**src/hdl/eds_pkg.sv**
```systemverilog
package eds_pkg;

    localparam int CFG_IDX_W  = 3;
    localparam int CFG_DATA_W = 24;

    localparam logic [CFG_IDX_W-1:0] CFG_KP_GAIN     = 3'd0;
    localparam logic [CFG_IDX_W-1:0] CFG_KI_GAIN     = 3'd1;
    localparam logic [CFG_IDX_W-1:0] CFG_KD_GAIN     = 3'd2;
    localparam logic [CFG_IDX_W-1:0] CFG_TARGET      = 3'd3;
    localparam logic [CFG_IDX_W-1:0] CFG_ANGLE_MIN   = 3'd4;
    localparam logic [CFG_IDX_W-1:0] CFG_ANGLE_MAX   = 3'd5;
    localparam logic [CFG_IDX_W-1:0] CFG_SERVO_OFFSET = 3'd6;

    localparam logic [23:0] KP_RESET     = 24'd786432;
    localparam logic [23:0] KI_RESET     = 24'd7;
    localparam logic [23:0] KD_RESET     = 24'd524288;
    localparam logic [15:0] TARGET_RESET = 16'd2790;
    localparam logic [15:0] AMIN_RESET   = 16'd10240;
    localparam logic [15:0] AMAX_RESET   = 16'd13568;
    localparam logic [7:0]  OFFSET_RESET = 8'd45;
    localparam logic [15:0] ANGLE_RESET  = 16'd11520;

    // floor(count * 256 / 58) == (count * ceil(2^28 / 29)) >> 21 for 16-bit counts
    localparam logic [23:0] DIST_RECIP = 24'd9256396;
    localparam int          DIST_SHIFT = 21;

    localparam int COUNT_W = 16;
    localparam int DIST_W  = 19;
    localparam int ERR_W   = 20;
    localparam int DER_W   = 21;
    localparam int SUM_W   = 40;
    localparam int DRIVE_W = 32;
    localparam int ANGLE_W = 16;
    localparam int CMP_W   = 9;

    typedef struct packed {
        logic [23:0] kp_gain;
        logic [23:0] ki_gain;
        logic [23:0] kd_gain;
        logic [15:0] target_distance;
        logic [15:0] angle_min;
        logic [15:0] angle_max;
        logic [7:0]  servo_offset;
    } t_cfg;

endpackage

```
**src/hdl/eds_dist.sv**
```systemverilog
module eds_dist
    import eds_pkg::*;
(
    input  logic               i_clk,
    input  logic               i_rst_n,
    input  logic               i_valid,
    output logic               o_ready,
    input  logic [COUNT_W-1:0] i_count,
    output logic               o_valid,
    input  logic               i_ready,
    output logic [DIST_W-1:0]  o_dist
);

    logic              r_valid;
    logic [DIST_W-1:0] r_dist;
    logic [39:0]       w_prod;
    logic              w_en;

    assign w_en    = !r_valid || i_ready;
    assign o_ready = w_en;
    assign w_prod  = {24'd0, i_count} * {16'd0, DIST_RECIP};

    always_ff @(posedge i_clk) begin
        if (!i_rst_n) begin
            r_valid <= 1'b0;
        end else if (w_en) begin
            r_valid <= i_valid;
        end
    end

    always_ff @(posedge i_clk) begin
        if (w_en && i_valid) begin
            r_dist <= w_prod[DIST_SHIFT+DIST_W-1:DIST_SHIFT];
        end
    end

    assign o_valid = r_valid;
    assign o_dist  = r_dist;

endmodule

```
**config.mk**
```make
export PLATFORM = sky130hd
export DESIGN_NAME = eds_dist
export DESIGN_NICKNAME = d
export VERILOG_FILES = /design/src/hdl/eds_pkg.sv /design/src/hdl/eds_dist.sv
export SDC_FILE = /design/constraint.sdc
export NUM_CORES = 1
export LEC_CHECK = 0
export BUFFER_PORTS_ARGS = -buffer_cell sky130_fd_sc_hd__buf_2
export CORE_MARGIN = 4
export CORE_UTILIZATION = 45
export DETAILED_ROUTE_END_ITERATION = 16
export SLEW_MARGIN = 20
export SYNTH_ARGS = -nofsm -noshare
export SYNTH_HDL_FRONTEND = slang
export SYNTH_SLANG_ARGS = --single-unit
```
**constraint.sdc**
```tcl
create_clock -name i_clk -period 13.5 [get_ports i_clk]
set_input_delay 1.35 -clock i_clk [delete_from_list [all_inputs] [get_ports i_clk]]
set_output_delay 1.35 -clock i_clk [all_outputs]
set_load 0.05 [all_outputs]
```
; ---- Word-level counts from Yosys, hierarchy flattened
; Cells that the tools add are included.
[totals]
elab_cells = 6
out_inout_bits = 21
regBits = 20
[classes]
reduce_logical = 3
n_mul = 1
[op_table]
columns = op, n
row1 = $mul 16x22->38 const B, 1
row2 = $logic_and 1x1->1, 1
row3 = $logic_not 1->1, 1
row4 = $logic_or 1x1->1, 1

; ---- Depth between registers and ports, before layout
; Gate-level depths: netlist of run 1.
[depth]
ltp_word = 3
ltp_mapped = 20
depth_no_buf = 20

; ---- Least setup slack after synthesis of run 1
; No wires, ideal clock.
[synth_timing]
kind = input to register
startpoint = input i_count[1]
endpoint = register r_dist[16], in the netlist o_dist[16], data pin
setup_time_ns = 0.268
path_slack_ns = 7.061
t_arrival_ns = 6.171
cell_stages = 17
cell_sequence = fa_1 -> inv_1 -> fa_1 -> fa_1 -> fa_1 -> inv_1 -> fa_1 -> inv_1 -> fa_1 -> inv_1 -> ha_1 -> nand4_1 -> or3b_1 -> a41oi_2 -> a21oi_2 -> o311ai_2 -> xor2_1
[synth_between]
elab_chain_cells = 1
[synth_lines]
columns = element, line
row1 = start: declaration, eds_dist.sv:8  ; input logic [COUNT_W-1:0] i_count,
row2 = $mul 16x22->38, eds_dist.sv:21  ; assign w_prod = {24'd0, i_count} * {16'd0, DIST_RECIP};
row3 = net w_prod[37], eds_dist.sv:16  ; logic [39:0] w_prod;
row4 = end signal: assignment, eds_dist.sv:33  ; r_dist <= w_prod[DIST_SHIFT+DIST_W-1:DIST_SHIFT];
row5 = end: declaration, eds_dist.sv:15  ; logic [DIST_W-1:0] r_dist;
; The timed path passes the listed nets, and every way through them passes these cells.
; A chain may end at the register's enable or synchronous reset.

; ---- Worst setup path in the final report of run 1
[layout_timing]
startpoint = input i_count[1]
endpoint = register r_dist[11], in the netlist o_dist[11], data pin
; Same word-level chain as after synthesis.

==> run_results.csv, run 1 <==
group,metric,value,unit
clocking,cts_resized,0,
sta,rsz0062_at_grt,"no",
finish,nFillCells,1476,
global_route,groute.usage.overall,18.7,%
yosys,synth_cell_type_count,45,
yosys,yosys_warnings,0,
status,status,"complete, no violations",
drt,drtPass1Iterations,4,
sta,post-route-period-util,51.7,%
yosys,ys_ff_latch,20,
clocking,cts_buffers,3,
sta,worstMarginPinSlew,0.821,ns
worst_setup_path,startpoint_type,"input port",
placement,dp_slack,6.30,ns
finish,final_common_cell,"inv_1",
yosys,yosys_most_used_dff,"edfxtp_1",
sta,worst_clock_skew,0.00274,ns
worst_setup_path,cp-end-kind,"register",
drt,drt_iter0_markers,200,
yosys,netlist_instances,726,
die,rows,45,
global_route,grt-ovfl-total,0,
yosys,synth_top_family_by_area,"adder cells",
yosys,yosys.area_share.simple,6.81,%
drt,vias_per_cell,4.97,
finish,areaGrowthSynthToFinish,7.01,%
clocking,cts_sinks,20,
worst_setup_path,criticalPathCategory,"in2reg",
clocking,cts-root-buf,"clkbuf_16",
job,drv_cap,0,
clocking,cts_tree,"done",
hold_path,hold_class,"reg2reg",
global_route,grt_pass1_vias,5183,
drt,vias,4815,
die,io_pins,41,
global_route,antenna_found_initial,0,
finish,layout_common_cells,"198 x inv_1, 155 x ha_1, 116 x fa_1, 40 x a21oi_1, 40 x buf_2",
yosys,synth_edf_count,19,
clocking,clock_tree.buffer_depth,2,
sta,setup_tns,0,ns
sta,hold_viol_final,0,
sta,layout_setup_ws,6.52,ns
worst_setup_path,cpPeakStageDelay,0.76,ns
drt,drc,0,
yosys,ys_seq_area_share,8.42,%
yosys,synthArstFlopShare,0,%
finish,nNetsFinal,1050,
drt,wirelength,15900,um
yosys,syn-mean-instance-area,9.66,um2
yosys,synthAdderAreaFrac,60.7,%
clocking,path_clk_slew,0.05,ns
yosys,syn-cell-area,7020,um2
worst_setup_path,critPathSlowestCell,"o311ai_0",
clocking,post_cts_buffers,0,
die,die_x,133,um
sta,drv_slew,0,
worst_setup_path,cp_max_fo,7,
sta,whs,0.532,ns
yosys,synth_xor_area_share,2.87,%
worst_setup_path,cp_cell_sequence,"buf_2 > fa_1 > inv_1 > fa_1 > fa_1 > fa_1 > inv_1 > fa_1 > inv_1 > fa_1 > inv_1 > ha_1 > a21oi_1 > o21ai_0 > o311ai_0 > and3_1 > o21ai_1 > xor2_1",
worst_setup_path,worstPathBufferInverterCount,5,
worst_setup_path,required,13.49,ns
die,dieArea,17700,um2
placement,hpwlAfterDp,14600,um
drt,final_antenna_net_count,0,
placement,gp_congestion,0.920,
sta,min_period,6.98,ns
drt,wl_per_cell,16.4,um
clocking,clk_latency,0.25,ns
yosys,synthMuxAreaShare,0,%
worst_setup_path,cp_top_family,"adder cells",
global_route,grt_max_degree,20,
yosys,synth_compound_area_share,9.83,%
sta,finalSetupViolCount,0,
placement,io_buffers,40,
clocking,htree_levels,1,
die,fp.dieH,133,um
sta,relSlewSlack,44.6,%
finish,drive_above_1_share,7.39,%
worst_setup_path,cp_data_arrival_time,6.97,ns
yosys,synth_nets,1017,
worst_setup_path,crit_path_frequent_cell,"fa_1",
global_route,grt_pass1_wl,26800,um
die,initial_core_util,46.0,%
die,core_area,15300,um2
sta,fmax,0.143,GHz
finish,antenna_cells,0,
clocking,holdBufCountCts,0,
[state kept, by name, summed over array words and instances, names as in the netlist]
| signal | count |
|---|---|
| o_valid | 1 |
| o_dist | 19 |
[cells in the mapped netlist, drive strengths merged (8+ instances only)]
| master | count | area share (%) |
|---|---|---|
| fa | 116 | 33 |
| edfxtp | 19 | 8.1 |
| nand4 | 12 | 1.1 |
| clkbuf | 8 | 0.45 |
| xor2 | 14 | 1.7 |
| a21oi | 41 | 3.0 |
| inv | 198 | 11 |
| nor2 | 13 | 0.70 |
| xnor2 | 9 | 1.1 |
| nand2 | 31 | 1.7 |
| ha | 155 | 28 |
| a21o | 8 | 0.86 |
| o21ai | 23 | 1.6 |
[stage by stage]
stage / cells / utilization (%) / instance area (um2)
floorplan: 726 / - / 7020
global placement: 965 / 48.7 / 7430
detailed placement: 965 / 48.7 / 7430
CTS: 969 / 49.2 / 7510
global route: 969 / 49.2 / 7510
finish: 969 / 49.2 / 7510
[per-layer routing]
layer / up-vias / share of wire, % / GRT usage [%] / wire [um]
li1: 2392 / - / - / -
met5: - / 0 / 0 / 0
met1: 2319 / 48 / 27.3 / 7590
met4: 0 / 1.4 / 2.94 / 226
met3: 13 / 4.5 / 1.37 / 712
met2: 91 / 46 / 31.0 / 7380
[worst register-to-register path, stage by stage (launching register included)]
cell and delay (ns):
dfxtp_1 0.30, nand2b_1 0.09, and2_1 0.65
[logic make-up after synthesis]
group,count (synthesis)
xor gates and xnor gates,23
and+or+nand+nor,95
adders and majority gates,271
buffers and inverters,210
AOI/OAI and AO/OA,107
DFF,20
[cell type report]
type | instances | area (um2) | area share, %
clock buffer | 4 | 78.8 | 1.05
inverter | 198 | 743 | 9.90
multi-input combinational | 496 | 5630 | 75.0
sequential | 20 | 591 | 7.87
tap | 211 | 264 | 3.52
timing repair buffer | 40 | 200 | 2.67
[path summary, 6_finish.rpt]
| kind | end | depth (start not counted) | startpoint | slack (ns) |
|---|---|---|---|---|
| max | o_dist[11] | 18 | i_count[1] | 6.52 |
| min | o_valid | 2 | o_valid | 0.53 |
| max reg2reg | o_dist[7] | 2 | o_valid | 12.08 |
| min reg2reg | o_valid | 2 | o_valid | 0.53 |
Power of run 1 is not shown: default switching activity piles up to over one toggle a cycle in this logic, so the estimate is an artifact.
==> run 2: changes to the inputs <==
==> constraint.sdc (replaced) <==
create_clock -name i_clk -period 6.65 [get_ports i_clk]
set_input_delay 0.665 -clock i_clk [delete_from_list [all_inputs] [get_ports i_clk]]
set_output_delay 0.665 -clock i_clk [all_outputs]
set_load 0.05 [all_outputs]
==> run_results.csv, run 2 (synthesis gave the netlist of run 1 again) <==
group,metric,value,unit
worst_setup_path,cp-end-kind,"register",
sta,fmax,0.166,GHz
sta,rsz0062_at_grt,"no",
sta,min_period,6.02,ns
clocking,cts-root-buf,"clkbuf_16",
job,drv_cap,0,
hold_path,hold_class,"reg2reg",
drt,final_antenna_net_count,0,
worst_setup_path,rrSetupSlack,5.21,ns
drt,wirelength,16300,um
status,status,"complete, no violations",
finish,drive_above_1_share,7.88,%
global_route,grt_max_degree,20,
die,initial_core_util,46.0,%
finish,largest_reg_flops,19,
clocking,clock_tree.buffer_depth,2,
worst_setup_path,startpoint_type,"input port",
die,fp.dieH,133,um
sta,drv_slew,0,
sta,finalSetupViolCount,0,
finish,final_common_cell,"inv_1",
clocking,post_cts_buffers,0,
die,die_x,133,um
sta,relSlewSlack,46.6,%
die,rows,45,
drt,drc,0,
global_route,grt_pass1_wl,27000,um
global_route,met2_usage,31.4,%
global_route,grt-ovfl-total,0,
worst_setup_path,cp_max_fo,7,
sta,hold_viol_final,0,
clocking,htree_levels,1,
clocking,cts_buffers,3,
clocking,clk_latency,0.25,ns
finish,antenna_cells,0,
drt,drtPass1Iterations,4,
drt,wl_per_cell,16.8,um
drt,vias_per_cell,5.03,
clocking,cts_resized,0,
die,io_pins,41,
sta,post-route-period-util,90.6,%
worst_setup_path,criticalPathCategory,"in2reg",
clocking,path_clk_slew,0.05,ns
drt,drt_iter0_markers,324,
finish,layout_common_cells,"198 x inv_1, 155 x ha_1, 116 x fa_1, 40 x a21oi_1, 40 x buf_2",
placement,io_buffers,40,
die,dieArea,17700,um2
global_route,groute.usage.overall,18.9,%
worst_setup_path,cp_data_arrival_time,6.01,ns
die,core_area,15300,um2
sta,worstMarginPinSlew,0.802,ns
global_route,busiest_layer,"met2",
global_route,grt_use_met1,27.7,%
finish,nNetsFinal,1053,
sta,setup_tns,0,ns
sta,worst_clock_skew,0.00175,ns
global_route,grt_pass1_vias,5237,
drt,vias,4890,
placement,gp_congestion,0.947,
placement,hpwlAfterDp,15000,um
global_route,antenna_found_initial,0,
global_route,grtUsageMet3,1.44,%
clocking,holdBufCountCts,0,
clocking,cts_tree,"done",
clocking,cts_sinks,20,
finish,areaGrowthSynthToFinish,7.47,%
worst_setup_path,required,6.64,ns
==> run 2: changes by cell type in the layout (fill, tap and decap cells not counted), sizes merged <==
cell | previous run | this run
buf | 40 | 43
==> run 2: stage by stage <==
step	instance area, um2	hold WS, ns	util, %	std cells	worst slack [ns]
6_report	7540	0.535	49.4	972	0.627
5_1_grt	7540	0.572	49.4	972	0.356
4_1_cts	7540	0.540	49.4	972	0.603
3_5_place_dp	7450	0.535	48.8	968	0.319
3_3_place_gp	7450	0.499	48.8	968	0.429
2_1_floorplan	7020	0.804	-	726	0.896
==> run 2: layout make-up <==
class | count | area (um2)
fillers | 1431 | 7720
multi-input cells | 496 | 5630
inverters | 198 | 743
flip-flops and latches | 20 | 591
well taps | 211 | 264
repair buffers | 43 | 223
clock buffers | 4 | 88.8
==> run 2: path summary, 6_finish.rpt <==
kind	start	endpoint	cells after the start
setup / recovery	i_count[1]	o_dist[10]	19
hold / removal	o_valid	o_valid	2
setup reg to reg	o_valid	o_dist[18]	2
hold reg to reg	o_valid	o_valid	2
==> run 2: worst max-delay path: stages <==
cell,delay [ns]
buf_2,0.16
fa_1,0.57
inv_1,0.09
fa_1,0.52
fa_1,0.51
fa_1,0.51
inv_1,0.06
fa_1,0.53
inv_1,0.06
fa_1,0.52
inv_1,0.04
ha_1,0.37
nand4_1,0.14
a21oi_1,0.14
nand2_1,0.11
a211oi_1,0.51
nor3_1,0.14
o21ai_0,0.25
xor2_1,0.10
==> run 2: per-layer routing <==
layer	vias up	share of wire, %	wire (um)
met5	-	0	0
met3	13	3.0	484
met2	103	47	7650
met1	2375	49	7990
li1	2399	-	-
met4	0	1.2	201
Power of run 2 is left out for the same reason.
