[config.mk]
export PLATFORM = sky130hd
export DESIGN_NAME = eds_servo
export DESIGN_NICKNAME = d
export VERILOG_FILES = /design/src/hdl/eds_pkg.sv /design/src/hdl/eds_servo.sv
export SDC_FILE = /design/constraint.sdc
export NUM_CORES = 1
export LEC_CHECK = 0
export ABC_AREA = 0
export BUFFER_PORTS_ARGS = -buffer_cell sky130_fd_sc_hd__buf_2
export CORE_MARGIN = 2
export CORE_UTILIZATION = 43
export CTS_CLUSTER_SIZE = 28
export DETAILED_ROUTE_END_ITERATION = 16
export GPL_TIMING_DRIVEN = 0
export PLACE_DENSITY = 0.88
export SETUP_SLACK_MARGIN = 0.02
export SKIP_CTS_REPAIR_TIMING = 1
export SYNTH_ARGS = -nofsm -noshare
export SYNTH_HDL_FRONTEND = slang
export SYNTH_SLANG_ARGS = --single-unit
[constraint.sdc]
create_clock -name i_clk -period 7.4 [get_ports i_clk]
set_input_delay 2.22 -clock i_clk [delete_from_list [all_inputs] [get_ports i_clk]]
set_output_delay 2.22 -clock i_clk [all_outputs]
set_load 0.02 [all_outputs]
[src/hdl/eds_pkg.sv]
package eds_pkg;

    localparam int CFG_IDX_W  = 3;
    localparam int CFG_DATA_W = 24;

    localparam logic [CFG_IDX_W-1:0] CFG_KP_GAIN     = 3'd0;
    localparam logic [CFG_IDX_W-1:0] CFG_KI_GAIN     = 3'd1;
    localparam logic [CFG_IDX_W-1:0] CFG_KD_GAIN     = 3'd2;
    localparam logic [CFG_IDX_W-1:0] CFG_TARGET      = 3'd3;
    localparam logic [CFG_IDX_W-1:0] CFG_ANGLE_MIN   = 3'd4;
    localparam logic [CFG_IDX_W-1:0] CFG_ANGLE_MAX   = 3'd5;
    localparam logic [CFG_IDX_W-1:0] CFG_SERVO_OFFSET = 3'd6;

    localparam logic [23:0] KP_RESET     = 24'd786432;
    localparam logic [23:0] KI_RESET     = 24'd7;
    localparam logic [23:0] KD_RESET     = 24'd524288;
    localparam logic [15:0] TARGET_RESET = 16'd2790;
    localparam logic [15:0] AMIN_RESET   = 16'd10240;
    localparam logic [15:0] AMAX_RESET   = 16'd13568;
    localparam logic [7:0]  OFFSET_RESET = 8'd45;
    localparam logic [15:0] ANGLE_RESET  = 16'd11520;

    // floor(count * 256 / 58) == (count * ceil(2^28 / 29)) >> 21 for 16-bit counts
    localparam logic [23:0] DIST_RECIP = 24'd9256396;
    localparam int          DIST_SHIFT = 21;

    localparam int COUNT_W = 16;
    localparam int DIST_W  = 19;
    localparam int ERR_W   = 20;
    localparam int DER_W   = 21;
    localparam int SUM_W   = 40;
    localparam int DRIVE_W = 32;
    localparam int ANGLE_W = 16;
    localparam int CMP_W   = 9;

    typedef struct packed {
        logic [23:0] kp_gain;
        logic [23:0] ki_gain;
        logic [23:0] kd_gain;
        logic [15:0] target_distance;
        logic [15:0] angle_min;
        logic [15:0] angle_max;
        logic [7:0]  servo_offset;
    } t_cfg;

endpackage

[src/hdl/eds_servo.sv]
module eds_servo
    import eds_pkg::*;
(
    input  logic                      i_clk,
    input  logic                      i_rst_n,
    input  t_cfg                      i_cfg,
    input  logic                      i_valid,
    output logic                      o_ready,
    input  logic [DIST_W-1:0]         i_dist,
    input  logic signed [DRIVE_W-1:0] i_drive,
    output logic                      o_valid,
    input  logic                      i_ready,
    output logic [DIST_W-1:0]         o_dist,
    output logic signed [DRIVE_W-1:0] o_drive,
    output logic [ANGLE_W-1:0]        o_angle,
    output logic [CMP_W-1:0]          o_compare
);

    logic [ANGLE_W-1:0] r_angle_now;
    logic               r_valid;
    logic               w_en;

    logic signed [33:0] w_angle_raw;
    logic [ANGLE_W-1:0] n_angle;

    logic [DIST_W-1:0]         r_dist;
    logic signed [DRIVE_W-1:0] r_drive;
    logic [CMP_W-1:0]          r_compare;

    assign w_en    = !r_valid || i_ready;
    assign o_ready = w_en;

    assign w_angle_raw = $signed({18'd0, r_angle_now}) - 34'(i_drive);

    // lower bound is tested first, so min above max still gives min for low values
    always_comb begin
        if (w_angle_raw < $signed({18'd0, i_cfg.angle_min})) begin
            n_angle = i_cfg.angle_min;
        end else if (w_angle_raw > $signed({18'd0, i_cfg.angle_max})) begin
            n_angle = i_cfg.angle_max;
        end else begin
            n_angle = w_angle_raw[ANGLE_W-1:0];
        end
    end

    always_ff @(posedge i_clk) begin
        if (!i_rst_n) begin
            r_valid     <= 1'b0;
            r_angle_now <= ANGLE_RESET;
        end else if (w_en) begin
            r_valid <= i_valid;
            if (i_valid) begin
                r_angle_now <= n_angle;
            end
        end
    end

    always_ff @(posedge i_clk) begin
        if (w_en && i_valid) begin
            r_dist    <= i_dist;
            r_drive   <= i_drive;
            r_compare <= {1'b0, n_angle[15:8]} + {1'b0, i_cfg.servo_offset};
        end
    end

    assign o_valid   = r_valid;
    assign o_dist    = r_dist;
    assign o_drive   = r_drive;
    assign o_angle   = r_angle_now;
    assign o_compare = r_compare;

    a_angle_moves_on_item: assert property (@(posedge i_clk) disable iff (!i_rst_n)
        $past(i_rst_n) && !$stable(r_angle_now) |-> $past(w_en && i_valid))
        else $error("servo angle changed without an item");

endmodule

# Word level (Yosys, flattened, before mapping)
# Cells that the tools add are included.
[word_totals] register_bits=77 inputBits=183 output_inout_bits=78 wordCells=15
[op_classes] n_addsub=2 n_lt_le_gt_ge=2 mux=2 reduce_logical=4
[op_table] operator="33-bit by 17-bit greater-than comparator with 1-bit output" n=1
[op_table] operator="33-bit by 17-bit less-than comparator with 1-bit output" n=1
[op_table] operator="17-bit by 32-bit subtractor with 33-bit output" n=1
[op_table] operator="16-bit 2-to-1 mux" n=2
[op_table] operator="8-bit by 8-bit adder with 9-bit output" n=1
[op_table] operator="2-bit AND reduction" n=1
[op_table] operator="1-bit logical AND" n=1
[op_table] operator="1-bit logical NOT" n=1
[op_table] operator="1-bit logical OR" n=1

# Longest topological paths before layout
# Gate-level depths: netlist (run 1).
[logic_depth] depth_word=5 ltp_mapped=31 depth_no_buf=30

# Worst setup path after synthesis (run 1)
# No wires, ideal clock.
[synth_path] kind="input-to-reg" start="input port i_drive[0]" end="register r_compare[8] (netlist: o_compare[8]), data pin" setup_time_ns=0.128 t_arrival_ns=7.020 required_ns=7.272 path_slack_ns=0.252 path_stages=29 path_buffers=2 path_cell_list="ha_1 > inv_1 > fa_1 > a211oi_1 > o21ai_0 > nand3_1 > nand2_1 > xor2_1 > ha_1 > and3_1 > a22o_1 > o31ai_1 > nand2_1 > a221oi_1 > a31o_1 > buf_6 > buf_6 > a211oi_1 > a21oi_1 > ha_1 > inv_1 > fa_1 > inv_1 > a21oi_1 > o21ai_0 > a21oi_1 > o21bai_1 > a21o_1 > a21o_1"
[synth_via] elab_chain_len=5 word_cells_on_any_way=6 classes_between="2 x add/sub; 2 x order compare; 2 x mux"
[synth_rtl] element="start, declared" line="eds_servo.sv:10" text="input logic signed [DRIVE_W-1:0] i_drive,"
[synth_rtl] element="17-bit by 32-bit subtractor with 33-bit output *" line="eds_servo.sv:33" text="assign w_angle_raw = $signed({18'd0, r_angle_now}) - 34'(i_drive);"
[synth_rtl] element="33-bit by 17-bit greater-than comparator with 1-bit output" line="eds_servo.sv:39" text="end else if (w_angle_raw > $signed({18'd0, i_cfg.angle_max})) begin"
[synth_rtl] element="16-bit 2-to-1 mux" line="eds_servo.sv:39"
[synth_rtl] element="16-bit 2-to-1 mux *" line="eds_servo.sv:37" text="if (w_angle_raw < $signed({18'd0, i_cfg.angle_min})) begin"
[synth_rtl] element="named net n_angle[8]" line="eds_servo.sv:24" text="logic [ANGLE_W-1:0] n_angle;"
[synth_rtl] element="8-bit by 8-bit adder with 9-bit output *" line="eds_servo.sv:62" text="r_compare <= {1'b0, n_angle[15:8]} + {1'b0, i_cfg.servo_offset};"
[synth_rtl] element="end signal, assigned" line="eds_servo.sv:62"
[synth_rtl] element="end, declared" line="eds_servo.sv:28" text="logic [CMP_W-1:0] r_compare;"
# The timed path passes the listed nets; every way through them passes the cells marked *.
# A chain may end at the register's enable or synchronous reset.

# Worst setup path after layout (run 1)
# Ends and elaborated chain as after synthesis.

==> impl_metrics.py, run 1 <==
metrics = {
    "synth": {
        "syn_inst": 547,
        "synth_xor_area_frac": 0.0396,
        "synthAdderAreaFrac": 0.137,
        "ys_types": 66,
        "synth_edf_count": 60,
        "synth-main-ff-cell": "edfxtp_1",
        "ys_async_sr_fraction": 0,
        "synth_mux_area_frac": 0.00966,
        "yosysWarnings": 0,
        "synth_area_leader_cell": "edfxtp_1",
        "yosysMostFrequentCell": "inv_1",
        "synth-seq-cells": 77,
        "synth.net_count": 787,
        "yosysSeqAreaShare": 0.403,
        "synth_area_sq_um": 5310,
        "synth.avg_cell_area_sq_um": 9.71,
        "synth_top_family_by_area": "compound AO/OA/AOI/OAI gates",
        "synth-simple-area-share": 0.140,
        "synth_commonest_cells": "61 x inv_1, 60 x edfxtp_1, 55 x ha_1",
        "synth_compound_area_frac": 0.212,
        "synth_top_area_share": 0.339,
        "synthTopCellsByArea": "edfxtp_1 34%, ha_1 13%, dfxtp_1 6.4%",
    },
    "global_route": {
        "grt_max_degree": 50,
        "grt_use_met1": 0.280,
        "grtUsageMet2": 0.369,
        "overflow": 0,
        "antenna_found_initial": 0,
        "track_usage": 0.222,
        "grt_pass1_wl_mm": 22.7,
        "gr-max-usage-layer": "met2",
        "grt_pass1_vias": 4661,
        "met3_usage": 0.0490,
    },
    "clocking": {
        "cts.path.max_buffers": 2,
        "h-tree-depth": 3,
        "cts_buffers": 9,
        "cts_tree": "yes",
        "clock-sinks": 77,
        "clkTransAtPathRegs_ns": 0.06,
        "clk-insertion-delay-late_ns": 0.35,
        "cts-root-buf": "clkbuf_16",
    },
    "floorplan": {
        "ios": 261,
        "die_y_microns": 115,
        "die_x_microns": 115,
        "rows": 40,
        "start_util": 0.442,
        "die_area_sq_um": 13300,
        "coreArea_sq_um": 12000,
    },
    "timing": {
        "hold_violations": 0,
        "setup_tns_ns": 0,
        "whs_ns": 0.511,
        "drv_slew": 0,
        "relSlewSlack": 0.283,
        "max_freq_mhz": 139,
        "fin_skew_ns": 0.0125,
        "finalCriticalPeriod_ns": 7.21,
        "tightestPinTransition_ns": 1.08,
        "setup_viol": 0,
        "min_period_over_period": 0.975,
    },
    "placement": {
        "gp_congestion": 0.959,
        "placed_area_sq_um": 6380,
        "portBuffers": 172,
        "place_hpwl_mm": 12.1,
        "placed_cells": 867,
    },
    "detailed_routing": {
        "wl_per_cell_microns": 17.2,
        "vias": 5035,
        "final_antenna_net_count": 0,
        "first_pass_iters": 5,
        "totalWireLength_mm": 15.4,
        "drc_errors": 0,
        "initialDrtViolationCount": 272,
        "routed_via_density": 5.62,
    },
    "power_and_ir_drop": {
        "p_leak_nw": 3.20,
        "power_density_nw_per_um2": 222,
        "p_sw_mw": 0.485,
        "vdd_ir_drop_max_uv": 126,
        "p_int_mw": 1.07,
        "p_comb_frac": 0.312,
        "p_seq_frac": 0.333,
        "clock_power_share": 0.355,
        "switching_share": 0.312,
    },
    "setup_path": {
        "crit_required_ns": 7.62,
        "end_kind": "flip-flop",
        "path_class": "in2reg",
        "path_common_cell": "inv_1",
        "cp_data_arrival_time_ns": 7.43,
        "crit_slowest_cell": "fa_2",
        "start_kind": "input pin",
        "path_max_fanout": 6,
        "critical_path.max_stage_delay_ns": 0.42,
        "rr_worst_depth": 30,
    },
    "final_layout": {
        "multi_input_area_sq_um": 3000,
        "n_antenna_cell": 0,
        "stdcell_area_sq_um": 6990,
        "area_delta_synth_final_pct": 31.6,
        "fill_cells": 1060,
        "stdcell_count": 896,
        "final_nets": 984,
        "seq_area_sq_um": 2140,
        "drive_above_1_share": 0.332,
    },
    "worst_hold_path": {
        "hp-class": "reg2reg",
        "hold_depth": 2,
    },
    "run": {
        "maxCapViolCount": 0,
    },
    "outcome": {
        "status": "completed",
    },
}
placed cells by master, fill, tap and decap left out, types with 16 or more instances in the layout:
cell type,instances
buf_2,172
inv_1,60
edfxtp_1,60
ha_1,53
nand2_1,38
a21oi_1,38
o21ai_0,30
nor2_1,22
dfxtp_1,17
a211oi_1,16
cells by family after synthesis:
group	Yosys count
xor gates and xnor gates	24
AOI/OAI and AO/OA	167
buffers and inverters	76
adders and majority gates	57
and+or+nand+nor	141
muxes	5
DFF	77
registers in the layout (all words and copies together) (netlist names):
register and cells:
o_valid 1, o_dist 19, o_compare 9, o_angle 16
o_drive 32
power groups by stage:
| stage | logic (mW) | clock network [mW] | registers (mW) |
|---|---|---|---|
| after floorplan | 0.251 | 0 | 0.567 |
| after global placement | 0.419 | 0 | 0.528 |
| after detailed placement | 0.431 | 0 | 0.527 |
| after CTS | 0.433 | 0.560 | 0.518 |
| after global routing | 0.533 | 0.576 | 0.520 |
| final | 0.484 | 0.551 | 0.517 |
critical path, delay by kind of cell:
kind | cells | cell delay [ns]
compound gates | 15 | 2.50
xor+xnor | 1 | 0.21
fa+ha+maj | 5 | 1.47
buf+inv | 5 | 0.42
simple gates | 4 | 0.57
worst paths after layout:
check | from | endpoint | slack [ns]
worst max register to register | o_angle[0] | o_compare[8] | 1.75
worst min-delay path | o_angle[15] | o_angle[15] | 0.51
worst max-delay path | i_drive[0] | o_compare[8] | 0.19
worst min register to register | o_angle[15] | o_angle[15] | 0.51
area by class of cell:
| cell class | count | share of cell area |
|---|---|---|
| buffer | 14 | 0.0113 |
| clock buffer | 9 | 0.0322 |
| clock inverter | 7 | 0.0208 |
| inverter | 61 | 0.0327 |
| multi-input combinational | 394 | 0.429 |
| sequential | 77 | 0.306 |
| tap | 147 | 0.0263 |
| timing repair buffer | 187 | 0.141 |
per-stage QoR:
step | total power, mW | utilization | setup slack, ns
2_1_floorplan | 0.818 | - | 0.252
3_3_place_gp | 0.947 | 0.529 | -0.810
3_5_place_dp | 0.957 | 0.531 | -0.915
4_1_cts | 1.51 | 0.562 | -0.576
5_1_grt | 1.63 | 0.582 | -0.106
6_report | 1.55 | 0.582 | 0.188
routing by layer:
layer  vias up  wire length (microns)
met5         -                      0
met4         0                    386
met3        29                   1310
met2       236                   7140
met1      2317                   6590
li1       2453                      -
Power figures use the tool's default switching activity.
==> run 2: changes to the inputs <==
Settings changed: CORE_UTILIZATION 43 to 47, PLACE_DENSITY 0.88 to 0.91, SETUP_SLACK_MARGIN 0.02 to 0.4.
Clock period 7.4 ns to 7.1 ns, I/O delays scaled along.
==> run 2 against run 1 <==
- clock power fell by 12%
- setup slack got worse by 0.075 ns
- clock skew rose by 0.0019 ns
- critical path depth rose by 1
- combinational power rose by 16%
- via count rose by 7.8%
- critical path type unchanged
- largest power group is now combinational logic
- die area fell by 8.2%
- cell area rose by 3.9%
- worst hold slack got worse by 0.0019 ns
==> impl_metrics.py, run 2 (synthesis results as in run 1) <==
metrics = {
    "outcome": {
        "status": "completed",
    },
    "placement": {
        "placed_cells": 860,
        "portBuffers": 172,
        "gp_congestion": 0.985,
        "place_hpwl_mm": 11.9,
    },
    "setup_path": {
        "path_class": "in2reg",
        "end_kind": "flip-flop",
        "crit_slowest_cell": "ha_1",
        "path_max_fanout": 3,
        "cp_data_arrival_time_ns": 7.07,
        "path_common_cell": "a21oi_2",
        "critical_path.max_stage_delay_ns": 0.30,
        "crit_required_ns": 7.18,
        "start_kind": "input pin",
    },
    "clocking": {
        "h-tree-depth": 3,
        "cts-root-buf": "clkbuf_16",
        "clk-insertion-delay-late_ns": 0.35,
        "clock-sinks": 77,
        "cts.path.max_buffers": 2,
        "cts_buffers": 9,
        "cts_tree": "yes",
        "clkTransAtPathRegs_ns": 0.07,
    },
    "power_and_ir_drop": {
        "power_density_nw_per_um2": 218,
        "p_leak_nw": 3.29,
        "vdd_ir_drop_max_uv": 131,
        "power_mw": 1.58,
    },
    "final_layout": {
        "layout_commonest_cell": "buf_2",
        "stdcell_count": 906,
        "final_cell_mix": "171 x buf_2, 60 x edfxtp_1, 56 x inv_1, 49 x ha_1, 37 x nand2_1",
        "largest_reg_flops": 32,
        "final_nets": 1001,
        "fill_cells": 841,
        "fin_util": 0.664,
        "drive_above_1_share": 0.385,
        "n_antenna_cell": 0,
        "area_delta_synth_final_pct": 36.8,
    },
    "floorplan": {
        "start_util": 0.486,
        "rows": 38,
        "coreArea_sq_um": 10900,
        "die_y_microns": 110,
        "die_x_microns": 110,
        "ios": 261,
        "die_area_sq_um": 12200,
    },
    "global_route": {
        "overflow": 0,
        "grt_pass1_vias": 4783,
        "grtUsageMet2": 0.401,
        "grt_use_met1": 0.328,
        "grt_pass1_wl_mm": 23.2,
        "gr-max-usage-layer": "met2",
        "met3_usage": 0.0541,
        "grt_max_degree": 36,
        "track_usage": 0.250,
        "antenna_found_initial": 0,
    },
    "timing": {
        "rsz0062_at_grt": "true",
        "tightestPinTransition_ns": 1.31,
        "max_freq_mhz": 143,
        "whs_ns": 0.509,
        "setup_tns_ns": 0,
        "min_period_over_period": 0.984,
        "relSlewSlack": 0.129,
        "drv_slew": 0,
        "fin_skew_ns": 0.0144,
        "finalCriticalPeriod_ns": 6.99,
        "hold_violations": 0,
        "setup_viol": 0,
    },
    "worst_hold_path": {
        "hp-class": "reg2reg",
    },
    "detailed_routing": {
        "routed_via_density": 5.99,
        "first_pass_iters": 7,
        "totalWireLength_mm": 17.2,
        "wl_per_cell_microns": 19.0,
        "final_antenna_net_count": 0,
        "initialDrtViolationCount": 565,
        "drc_errors": 0,
        "vias": 5426,
    },
    "run": {
        "maxCapViolCount": 0,
    },
}
## run 2: final timing paths
kind,start,endpoint,slack [ns],depth (start not counted)
worst min register to register,o_angle[3],o_angle[3],0.51,1
worst max register to register,o_angle[0],o_compare[6],1.57,30
worst max-delay path,i_drive[1],o_compare[7],0.11,31
worst min-delay path,o_angle[3],o_angle[3],0.51,1
## run 2: cell type report
cell class                 instances  area (sq um)  share of cell area
sequential                        77          2140               0.295
timing repair buffer             203          1120               0.154
inverter                          61           229              0.0315
clock inverter                     7          82.6              0.0114
multi-input combinational        394          3200               0.440
tap                              140           175              0.0241
clock buffer                       9           225              0.0310
buffer                            15          98.8              0.0136
## run 2: critical path, delay by kind of cell
family	cells	cell delay [ns]
AO/OA/AOI/OAI	17	2.69
adder cells (fa/ha/maj)	3	0.77
AND/OR/NAND/NOR	4	0.62
buffers and inverters	5	0.56
XOR/XNOR	2	0.27
## run 2: report_power, final
group | total, mW | internal (mW) | switching (mW)
combinational | 0.562 | 0.229 | 0.332
sequential | 0.540 | 0.526 | 0.0142
clock | 0.483 | 0.278 | 0.205
total | 1.58 | 1.03 | 0.551
## run 2: layer usage
layer / vias to the layer above / wire (microns)
met5: - / 0
met4: 0 / 722
met3: 88 / 1730
met2: 371 / 7730
met1: 2496 / 7040
li1: 2471 / -
## run 2: stage by stage
step           setup WS [ns]  cell area, sq um
2_1_floorplan          0.370              5360
3_3_place_gp          -0.533              6400
3_5_place_dp          -0.758              6420
4_1_cts               -0.499              6730
5_1_grt              -0.0540              7260
6_report               0.113              7260
